===== src/srv_isqrt.sv =====
// ----------------------------------------------------------------------------
// srv_isqrt: pipelined integer square root
// Floor square root of a 2*FRAC_BITS+1 bit radicand, one root bit per stage,
// FRAC_BITS+1 stages. A sideband word travels alongside the radicand.
// ----------------------------------------------------------------------------
module srv_isqrt #(
  parameter int unsigned FRAC_BITS = 14,
  parameter int unsigned SIDE_W    = 1
) (
  input  logic                   clk_i,
  input  logic                   en_i,
  input  logic [2*FRAC_BITS:0]   rad_i,
  input  logic [SIDE_W-1:0]      side_i,
  output logic [FRAC_BITS:0]     root_o,
  output logic [SIDE_W-1:0]      side_o
);

  localparam int unsigned QW   = 2 * FRAC_BITS + 1;
  localparam int unsigned NSTG = FRAC_BITS + 1;

  logic [QW-1:0]     rem_q  [NSTG];
  logic [QW-1:0]     res_q  [NSTG];
  logic [SIDE_W-1:0] side_q [NSTG];

  for (genvar j = 0; j < NSTG; j++) begin : g_stage
    localparam logic [QW-1:0] BIT = QW'(1) << (2 * (FRAC_BITS - j));

    logic [QW-1:0]     rem_in;
    logic [QW-1:0]     res_in;
    logic [SIDE_W-1:0] side_in;
    logic [QW:0]       trial;
    logic              ge;

    if (j == 0) begin : g_first
      assign rem_in  = rad_i;
      assign res_in  = '0;
      assign side_in = side_i;
    end else begin : g_next
      assign rem_in  = rem_q[j-1];
      assign res_in  = res_q[j-1];
      assign side_in = side_q[j-1];
    end

    assign trial = {1'b0, res_in} + {1'b0, BIT};
    assign ge    = {1'b0, rem_in} >= trial;

    // subtract the trial value when it fits, shift the partial root
    always_ff @(posedge clk_i) begin
      if (en_i) begin
        if (ge) begin
          rem_q[j] <= rem_in - trial[QW-1:0];
          res_q[j] <= (res_in >> 1) + BIT;
        end else begin
          rem_q[j] <= rem_in;
          res_q[j] <= res_in >> 1;
        end
        side_q[j] <= side_in;
      end
    end
  end

  assign root_o = res_q[NSTG-1][FRAC_BITS:0];
  assign side_o = side_q[NSTG-1];

endmodule


===== config.mk =====
export PLATFORM = sky130hd
export DESIGN_NAME = srv_isqrt
export DESIGN_NICKNAME = d
export VERILOG_FILES = /design/src/srv_isqrt.sv
export SDC_FILE = /design/constraint.sdc
export NUM_CORES = 1
export LEC_CHECK = 0
export BUFFER_PORTS_ARGS = -buffer_cell sky130_fd_sc_hd__buf_2
export CAP_MARGIN = 5
export CORE_ASPECT_RATIO = 1.75
export CORE_UTILIZATION = 50
export CTS_BUF_LIST = sky130_fd_sc_hd__clkbuf_4
export CTS_CLUSTER_SIZE = 30
export DETAILED_ROUTE_END_ITERATION = 6
export HOLD_SLACK_MARGIN = 0.05
export PLACE_DENSITY = 0.68
export SLEW_MARGIN = 40
export SYNTH_ARGS = -nofsm -noshare
export SYNTH_HDL_FRONTEND = slang
export SYNTH_SLANG_ARGS = --single-unit

===== constraint.sdc =====
create_clock -name clk_i -period 2.8 [get_ports clk_i]
set_clock_uncertainty 0.05 [all_clocks]
set_input_delay 0.56 -clock clk_i [delete_from_list [all_inputs] [get_ports clk_i]]
set_output_delay 0.56 -clock clk_i [all_outputs]
set_load 0.02 [all_outputs]

---- Word-level counts from Yosys, hierarchy flattened ----
Memory sizes are Yosys's and may differ from the RTL's.
Cells that the tools add are included.
word-level totals
  memories ................................ 3
  bits in read-only memories .............. 0
  bits in writable memories ............... 885
  output and inout port bits .............. 16
  bits of input ports ..................... 32
  latch bits .............................. 0
  register bits ........................... 0
  word-level logic and storage cells ...... 213
cells by class
  mux-type cells .......................... 122
  divide/modulo/power cells ............... 0
  multiply operators ...................... 0
  $lt $le $gt $ge ......................... 15
  bitwise logic cells ..................... 30
  eq/ne operators ......................... 0
  reduce and logical (&&, ||, !) cells .... 0
  add/sub/neg operators ................... 43
  shifts and indexed selects .............. 0
memory list
  memory  depth  bits a word  rd ports  clocked after memory_dff  write ports  RTL line  source
  rem_q   15     29           14        0                         15           21        logic [QW-1:0] rem_q [NSTG];
  res_q   15     29           15        0                         15           22        logic [QW-1:0] res_q [NSTG];
  side_q  15     1            15        0                         15           23        logic [SIDE_W-1:0] side_q [NSTG];
operator list
  cell                    number
  $mux 29                 30
  $ge 29x30->1            14
  $sub 29x29->29          14
  $mux 1                  92
  $add 29x1->30 const B   1
  $add 29x11->30 const B  1
  $add 29x13->30 const B  1
  $add 29x15->30 const B  1
  $add 29x17->30 const B  1
  $add 29x19->30 const B  1
  $add 29x21->30 const B  1
  $add 29x23->30 const B  1
  $add 29x25->30 const B  1
  $add 29x27->30 const B  1
  $add 29x3->30 const B   1
  $add 29x5->30 const B   1
  $add 29x7->30 const B   1
  $add 29x9->30 const B   1
  $or 1x1->1              30
  $add 28x1->29 const B   1
  $add 28x11->29 const B  1
  $add 28x13->29 const B  1
  $add 28x15->29 const B  1
  $add 28x17->29 const B  1
  other kinds (11)        11

---- Logic depth before layout (Yosys ltp) ----
Gate-level depths: netlist of run 1.
An unclocked memory read counts as a cell.
  depth after elaboration ................. 7
  depth in mapped cells ................... 11
  mapped depth without buffers ............ 10

---- Worst setup path before layout of run 1 ----
OpenSTA, ideal clock, no wires.
  path kind ............................... input -> register
  from .................................... in en_i
  to ...................................... mem rem_q[1][145] (netlist name) (enable)
  stages on the path ...................... 3
  arrival time ............................ 2.289 ns
  required time ........................... 2.335 ns
  path slack .............................. 0.046 ns
  setup time .............................. 0.415 ns
  path buffers ............................ 3
  cells stage by stage .................... clkbuf_1 -> clkbuf_1 -> clkbuf_1
RTL lines
  element      RTL line  source
  from (decl)  11        input logic en_i,
  to (decl)    21

==> results of run 1 <==
-- Yosys cell counts (all sizes together) (8+ instances only) --
master | instances | share of area
o21a | 26 | 0.0077
buf | 10 | 0.0020
o21bai | 9 | 0.0027
o21ai | 116 | 0.023
nand2 | 108 | 0.016
a21oi | 93 | 0.018
a211oi | 13 | 0.0039
o31a | 8 | 0.0028
inv | 159 | 0.024
and3 | 13 | 0.0032
a21o | 38 | 0.011
clkbuf | 28 | 0.0042
o211ai | 8 | 0.0031
nor2 | 114 | 0.017
edfxtp | 541 | 0.64
mux2 | 17 | 0.0076
nor2b | 15 | 0.0037
a211o | 10 | 0.0035
nor4b | 14 | 0.0048
or4 | 13 | 0.0040
or3 | 16 | 0.0040
nand4 | 21 | 0.0052
nand2b | 28 | 0.0069
nor4 | 64 | 0.016
o31ai | 13 | 0.0039
xor2 | 85 | 0.029
nand3 | 27 | 0.0053
ha | 131 | 0.065
xnor2 | 63 | 0.022
nor3 | 55 | 0.012
-- flip-flops by register name (all words and copies together), names as in the netlist --
register	flops
rem_q	406
res_q	120
side_q	15
-- layout make-up --
class                      instances  area share
antenna                            1   0.0000822
clock buffer                     163      0.0402
sequential                       541       0.533
clock inverter                    39     0.00883
inverter                         160      0.0198
multi-input combinational       1196       0.294
timing repair buffer             298      0.0763
tap                              660      0.0271
-- stage by stage --
stage / instance area [sq um] / setup WS (ps) / total power [mW] / hold WS [ps]
3_5_place_dp: 27800 / -317 / 14.9 / 355
5_1_grt: 30500 / -39.1 / 22.0 / 274
2_1_floorplan: 25300 / 45.8 / 13.1 / 350
3_3_place_gp: 27800 / -288 / 14.7 / 356
4_1_cts: 29900 / -2.42 / 21.0 / 246
6_report: 30500 / 32.1 / 21.1 / 348
-- path summary, 6_finish.rpt --
kind	startpoint	end	slack [ps]	cells past startpoint
worst max-delay path	res_q[0][136]	rem_q[0][172]	30	11
worst min-delay path	rad_i[11]	rem_q[0][11]	350	2
worst min register to register	side_q[0][2]	side_q[0][3]	360	0
worst max register to register	res_q[0][136]	rem_q[0][172]	30	11
-- where the power goes --
part           internal (mW)  leakage, nW  switching, mW
clock network           2.92        0.885           3.09
registers               10.1         5.18          0.657
logic                   1.95         5.89           2.38
-- critical path, delay by kind of cell, from the launching register on --
kind | cells | cell delay, ps
compound gates | 4 | 720
buf+inv | 3 | 400
simple gates | 2 | 640
fa+ha+maj | 1 | 240
flops | 1 | 390
xor+xnor | 1 | 110
-- logic make-up after synthesis --
group,Yosys count,synth area share
simple gates,519,0.108
mux,22,0.00954
compound gates,375,0.0942
buf+inv,198,0.0298
xor+xnor,148,0.0512
flops,541,0.642
fa+ha+maj,132,0.0655
-- metal layers --
metal / global-route usage / routed length (microns) / vias to the layer above
met1: 0.153 / 15700 / 8210
met4: 0.250 / 6920 / 0
met5: 0 / 0 / -
li1: - / - / 8087
met2: 0.536 / 38500 / 460
met3: 0.0403 / 1930 / 273
-- repair_timing --
| item | in CTS | in global routing |
|---|---|---|
| hold buffers | 31 | 0 |
| endpoints found under the setup margin | 94 | 107 |
| pin swaps | 4 | 20 |
| hold endpoints to repair | 35 | 0 |
| buffers inserted | 5 | 16 |
| gates resized for setup | 41 | 78 |
==> metrics.txt, run 1 <==
status=finished clean; Synth Warn #=0; area grow syn2layout=20.3%; leakage power=12.0 nW; CP required=3360 ps; Core Rows=108; post-route insts no fill=3058; max incr delay on CP=390 ps; Period Utilization, post-route=0.989; Worst-path clk slew=80 ps; top_reg_cell synth=edfxtp_1; commonest non-fill, non-tap cell in the layout=edfxtp_1; DRT Wirelength=63.0 mm; register area=16200 sq um; Startpoint Class=flip-flop; relative slew slack=0.478; Syn Nets=2099; first-pass GRT wire length=94.0 mm; setup tns final=0 ps; highest clock rate=361 MHz; GPL Wtd Cong=0.941; TritonRoute pass-1 iters=5; fillcell total=3821; Final Hold Fails=0; Initial DRC Count=768; Initial Util=0.509; Seq cells post-synth=541; Mapped Area=25300 sq um; share of cells above drive strength 1=0.235; area of the multi-input gates=8960 sq um; vias in the first global route=18318; Clock Tree Buf Depth=3; Slew Viols, Final=0; critical path endpoint category=flip-flop; Worst Path Max Fanout=3; leading cell types in the layout, fill and taps excluded=edfxtp_1 (541), buf_4 (205), clkbuf_4 (163); die span in x=172 microns; GRT Total Usage=0.251; most frequent CP cell=o21a_1; hold crit path type=primary input to flip-flop; clk_lat worst skew=890 ps; worst setup path class=flip-flop to flip-flop; Final #Nets=2480; average via count per standard cell=5.57; Overflow after GRT=0; total clock sinks=541; syn_area_per_cell=13.1 sq um; RSZ-0062 raised after global routing=yes; Die Area=51600 sq um; dpl hpwl=47.2 mm; post-synthesis sequential area ratio=0.642; CTS H-tree depth=3; minimum clock period=2770 ps; number of I/O port buffers=47; setup violators final=0; Pwr per Cell Area=692 nW/um^2; placed insts=2803; synthesized instance count=1935; Crit-path slowest cell=edfxtp_1; Remaining DRCs=0; Via Count=17030; DIE HEIGHT=300 microns; pin count of the biggest net entering global routing=123; drt wl/cell=20.6 microns; post-synth cell types=77; Core Footprint=49700 sq um; peak supply drop=0.000456 V; clk root buf=clkbuf_4; max cap viols=0; final design utilization=0.612; I/O pin count=48; FFs w/ async S/R, synth=0; worst slew pin tran=783 ps; cells along the critical path=inv_1 > ha_1 > buf_4 > o21a_1 > o21a_1 > o21a_1 > nor3_1 > o21ai_1 > nor4_2 > xor2_1 > buf_4; initial antenna violation count=3; Routed Antenna Nets=0; Worst EP arrival=3330 ps; TritonCTS Buffers=119; CTS tree=yes; Post-synth EDFFs=541
No activity file was read; power rests on OpenSTA's default activity.
==> inputs of run 2 (changes only) <==
Settings changed: BUFFER_PORTS_ARGS -buffer_cell sky130_fd_sc_hd__buf_2 to unset, DONT_BUFFER_PORTS set to 1.
==> metrics.txt, run 2 (same netlist as run 1, synthesis figures left out) <==
TritonCTS Buffers=132; DP Worst Slack=-405 ps; Startpoint Class=primary input; Core Footprint=49700 sq um; area grow syn2layout=19.3%; cell depth of the worst hold path=0; commonest non-fill, non-tap cell in the layout=edfxtp_1; Via Count=16782; Slew Viols, Final=348; fin area=30200 sq um; RSZ-0062 raised after global routing=yes; Worst path top cell family by delay=compound AO/OA/AOI/OAI gates; Routed Antenna Nets=0; leading cell types in the layout, fill and taps excluded=edfxtp_1 (541), clkbuf_4 (183), buf_4 (174); PnR worst setup slack=-65.8 ps; GRT Total Usage=0.243; die span in x=172 microns; Clock Tree Buf Depth=3; vias in the first global route=18289; clk_lat worst skew=850 ps; Largest Register=rem_q; setup violators final=8; busiest grt layer=met2; Final Hold Fails=11; setup tns final=-327 ps; CTS tree=yes; Worst Reg-to-Reg Cells=8; critical path endpoint category=flip-flop; Remaining DRCs=0; TritonRoute pass-1 iters=4; fillcell total=3890; Critical path buffers and inverters=2; DRT Wirelength=61.1 mm; minimum clock period=2870 ps; GPL Wtd Cong=0.969; peak supply drop=0.000549 V; total clock sinks=541; GR met2 Demand/Resource=0.519; Core Rows=108; I/O pin count=48; worst setup path class=primary input to flip-flop; critical path depth in cells=5; leakage power=11.7 nW; number of I/O port buffers=0; Crit-path slowest cell=o211ai_1; Worst EP arrival=3360 ps; hold slack final=-146 ps; Hold Buf Count CTS=33; clk root buf=clkbuf_4; Die Area=51600 sq um; drt wl/cell=20.4 microns; DP Area=27300 sq um; GRT met3 Usage=0.0422; Final #Nets=2413; Overflow after GRT=0; pin count of the biggest net entering global routing=560; Initial DRC Count=834; share of cells above drive strength 1=0.224; CP required=3300 ps; max incr delay on CP=700 ps; CTS H-tree depth=4; status=finished, violations left; relative slew slack=-0.739; max cap viols=0; cells along the critical path=o211ai_1 > buf_4 > a211o_1 > buf_4 > mux2_2; violated checks=negative hold slack, max-slew violations, negative setup slack; Period Utilization, post-route=1.02; highest clock rate=349 MHz; dpl hpwl=44.4 mm; most frequent CP cell=buf_4; Pwr per Cell Area=700 nW/um^2; Worst Path Max Fanout=559; Initial Util=0.509; worst slew pin tran=2610 ps; DIE HEIGHT=300 microns; first-pass GRT wire length=91.3 mm; largest registers=rem_q (406), res_q (120), side_q (15); hold crit path type=primary input to flip-flop; met1 Usage GRT=0.142; initial antenna violation count=1; average via count per standard cell=5.59; Worst-path clk slew=60 ps; max FFs per register=406
-- run 2: cell types whose count changed in the layout (fill, tap and decap cells not counted), sizes merged --
cell,delta
buf,-82
clkbuf,+20
clkinvlp,+3
clkinv,-2
dlygate4sd3,+2
inv,+2
bufinv,-1
-- run 2: what timing repair did --
item                                    4_1_cts  5_1_grt
hold endpoints to repair                    573      331
resized for setup                            36      109
pin swaps                                    13       30
endpoints found under the setup margin       90       87
buffers inserted                              6       12
-- run 2: path summary, 6_finish.rpt --
check	slack, ps	endpoint	start
setup / recovery	-70	rem_q[0][167]	en_i
hold reg to reg	350	side_q[0][4]	side_q[0][3]
setup reg to reg	0	rem_q[1][27]	rem_q[0][223]
hold / removal	-150	side_q[1][5]	en_i
-- run 2: worst reg2reg max path, cell delays in order (launching register included) --
cell and delay (ps):
edfxtp_1 430, ha_4 310, nand4_1 240, or3_4 410, o31ai_4 400, nand3b_1 200, o211ai_1 180, nor2_1 190
xor2_1 90
-- run 2: final cells by class --
type / instances / area (sq um) / area share
inverter: 160 / 603 / 0.0200
sequential: 541 / 16200 / 0.538
multi-input combinational: 1196 / 9100 / 0.301
clock inverter: 41 / 246 / 0.00816
tap: 660 / 826 / 0.0273
clock buffer: 183 / 1370 / 0.0455
timing repair buffer: 218 / 1800 / 0.0595
antenna: 1 / 2.50 / 0.0000829
-- run 2: layer usage --
layer | up-vias | share of wire | routed length (microns)
li1 | 7957 | - | -
met1 | 8139 | 0.25 | 15100
met2 | 431 | 0.62 | 37800
met3 | 255 | 0.028 | 1690
met4 | 0 | 0.11 | 6530
met5 | - | 0 | 0
-- run 2: stage by stage --
step | utilization | std cells | hold slack (ps) | total power [mW]
2_1_floorplan | - | 1935 | 350 | 13.1
3_3_place_gp | 0.549 | 2724 | 352 | 14.4
3_5_place_dp | 0.549 | 2724 | 356 | 14.5
4_1_cts | 0.593 | 2987 | -265 | 21.0
5_1_grt | 0.607 | 3000 | -229 | 22.2
6_report | 0.607 | 3000 | -146 | 21.1
-- run 2: report_power, final --
group	leakage, nW	internal (mW)	switching [mW]
combinational	5.53	1.88	2.16
sequential	5.18	10.1	0.672
clock	0.955	3.16	3.17
total	11.7	15.1	6.00
==> inputs of run 3 (changes only) <==
==> constraint.sdc (replaced) <==
create_clock -name clk_i -period 2.8 [get_ports clk_i]
set_clock_uncertainty 0.05 [all_clocks]
set_input_delay 0.14 -clock clk_i [delete_from_list [all_inputs] [get_ports clk_i]]
set_output_delay 0.14 -clock clk_i [all_outputs]
set_load 0.02 [all_outputs]
==> metrics.txt, run 3 (same netlist as run 1, synthesis figures left out) <==
clk root buf=clkbuf_4; GRT Total Usage=0.243; critical path endpoint category=flip-flop; DRT Wirelength=61.9 mm; peak supply drop=0.000542 V; total clock sinks=541; largest registers=rem_q (406), res_q (120), side_q (15); Slew Viols, Final=467; DP Worst Slack=-372 ps; area grow syn2layout=21.4%; max cap viols=0; Psw=6.03 mW; leading cell types in the layout, fill and taps excluded=edfxtp_1 (541), buf_4 (197), clkbuf_4 (178); worst setup path class=flip-flop to flip-flop; minimum clock period=2880 ps; hold crit path type=primary input to flip-flop; area of the multi-input gates=9080 sq um; drt wl/cell=20.2 microns; worst slew pin tran=3290 ps; share of cells above drive strength 1=0.230; TritonRoute pass-1 iters=5; fillcell total=3779; initial antenna violation count=1; PnR worst setup slack=-79.3 ps; Worst Path Max Fanout=3; DIE HEIGHT=300 microns; RSZ-0062 raised after global routing=yes; Flop pwr share=0.507; I/O pin count=48; Pint=15.2 mW; placed insts=2737; CTS tree=yes; post-route insts no fill=3065; setup violators final=3; Core Footprint=49700 sq um; Initial DRC Count=915; Startpoint Class=flip-flop; Clock Tree Buf Depth=3; average via count per standard cell=5.54; pin count of the biggest net entering global routing=560; Design Power=21.3 mW; GPL Wtd Cong=0.970; sw frac=0.283; Via Count=16989; Largest Register=rem_q; combinational share of power=0.192; Remaining DRCs=0; max FFs per register=406; clk_lat worst skew=900 ps; Hold Buf Count CTS=71; CP required=3330 ps; TritonCTS Buffers=130; number of I/O port buffers=0; Core Rows=108; hold slack final=-591 ps; final design utilization=0.618; Period Utilization, post-route=1.03; die span in x=172 microns; Worst EP arrival=3410 ps; leakage power=11.9 nW; register area=16200 sq um; commonest non-fill, non-tap cell in the layout=edfxtp_1; Die Area=51600 sq um; Final #Nets=2471; Initial Util=0.509; Routed Antenna Nets=0; Final Hold Fails=66; highest clock rate=347 MHz; dpl hpwl=44.0 mm; first-pass GRT wire length=91.0 mm; violated checks=negative hold slack, max-slew violations, negative setup slack; Clock Power Share=0.301; status=finished, violations left; CTS H-tree depth=4; relative slew slack=-1.20; Worst-path clk slew=70 ps; vias in the first global route=18325; Pwr per Cell Area=692 nW/um^2; Overflow after GRT=0
-- run 3: path summary, 6_finish.rpt --
kind,end,from,slack [ps],cells past startpoint
max,rem_q[1][54],rem_q[1][21],-80,8
min,side_q[1][3],en_i,-590,0
max reg2reg,rem_q[1][54],rem_q[1][21],-80,8
min reg2reg,res_q[1][99],res_q[1][71],360,0
-- run 3: critical path: stages, from the launching register on --
cell and delay, ps:
edfxtp_1 560, nor4_1 490, nand2_2 250, o21ba_1 240, and4b_1 240, a221o_1 340
buf_6 160, nor3_2 180, xor2_1 100
-- run 3: power groups by stage --
| stage | clock network [mW] | logic (mW) | registers (mW) |
|---|---|---|---|
| floorplan | 0 | 2.46 | 10.7 |
| global placement | 0 | 3.55 | 10.8 |
| detailed placement | 0 | 3.66 | 10.9 |
| CTS | 6.57 | 3.83 | 10.7 |
| global route | 6.95 | 4.43 | 10.8 |
| finish | 6.41 | 4.08 | 10.8 |
-- run 3: timing repair --
item	CTS	global route
cloned	0	1
endpoints found under the hold margin	593	543
resized for setup	41	101
setup buffers	6	21
endpoints found under the setup margin	73	69
pin swaps	7	42
-- run 3: routing by layer --
metal,global-route usage,vias up,wire length (microns)
li1,-,8079,-
met1,0.146,8198,15500
met5,0,-,0
met2,0.529,465,39000
met4,0.223,0,5650
met3,0.0379,247,1700
-- run 3: through the flow --
stage               hold WS (ps)  instance area [sq um]  TNS [ps]
floorplan                    189                  25300         0
global placement             189                  27400     -5410
detailed placement           189                  27400     -8560
CTS                         -669                  30000     -35.5
global route                -656                  30700      -556
finish                      -591                  30700      -138
-- run 3: cell type report --
| type | instances | share of cell area |
|---|---|---|
| sequential | 541 | 0.528 |
| multi-input combinational | 1196 | 0.295 |
| timing repair buffer | 278 | 0.0760 |
| clock buffer | 178 | 0.0435 |
| tap | 660 | 0.0269 |
| inverter | 160 | 0.0195 |
| clock inverter | 51 | 0.0103 |
| antenna | 1 | 0.0000814 |
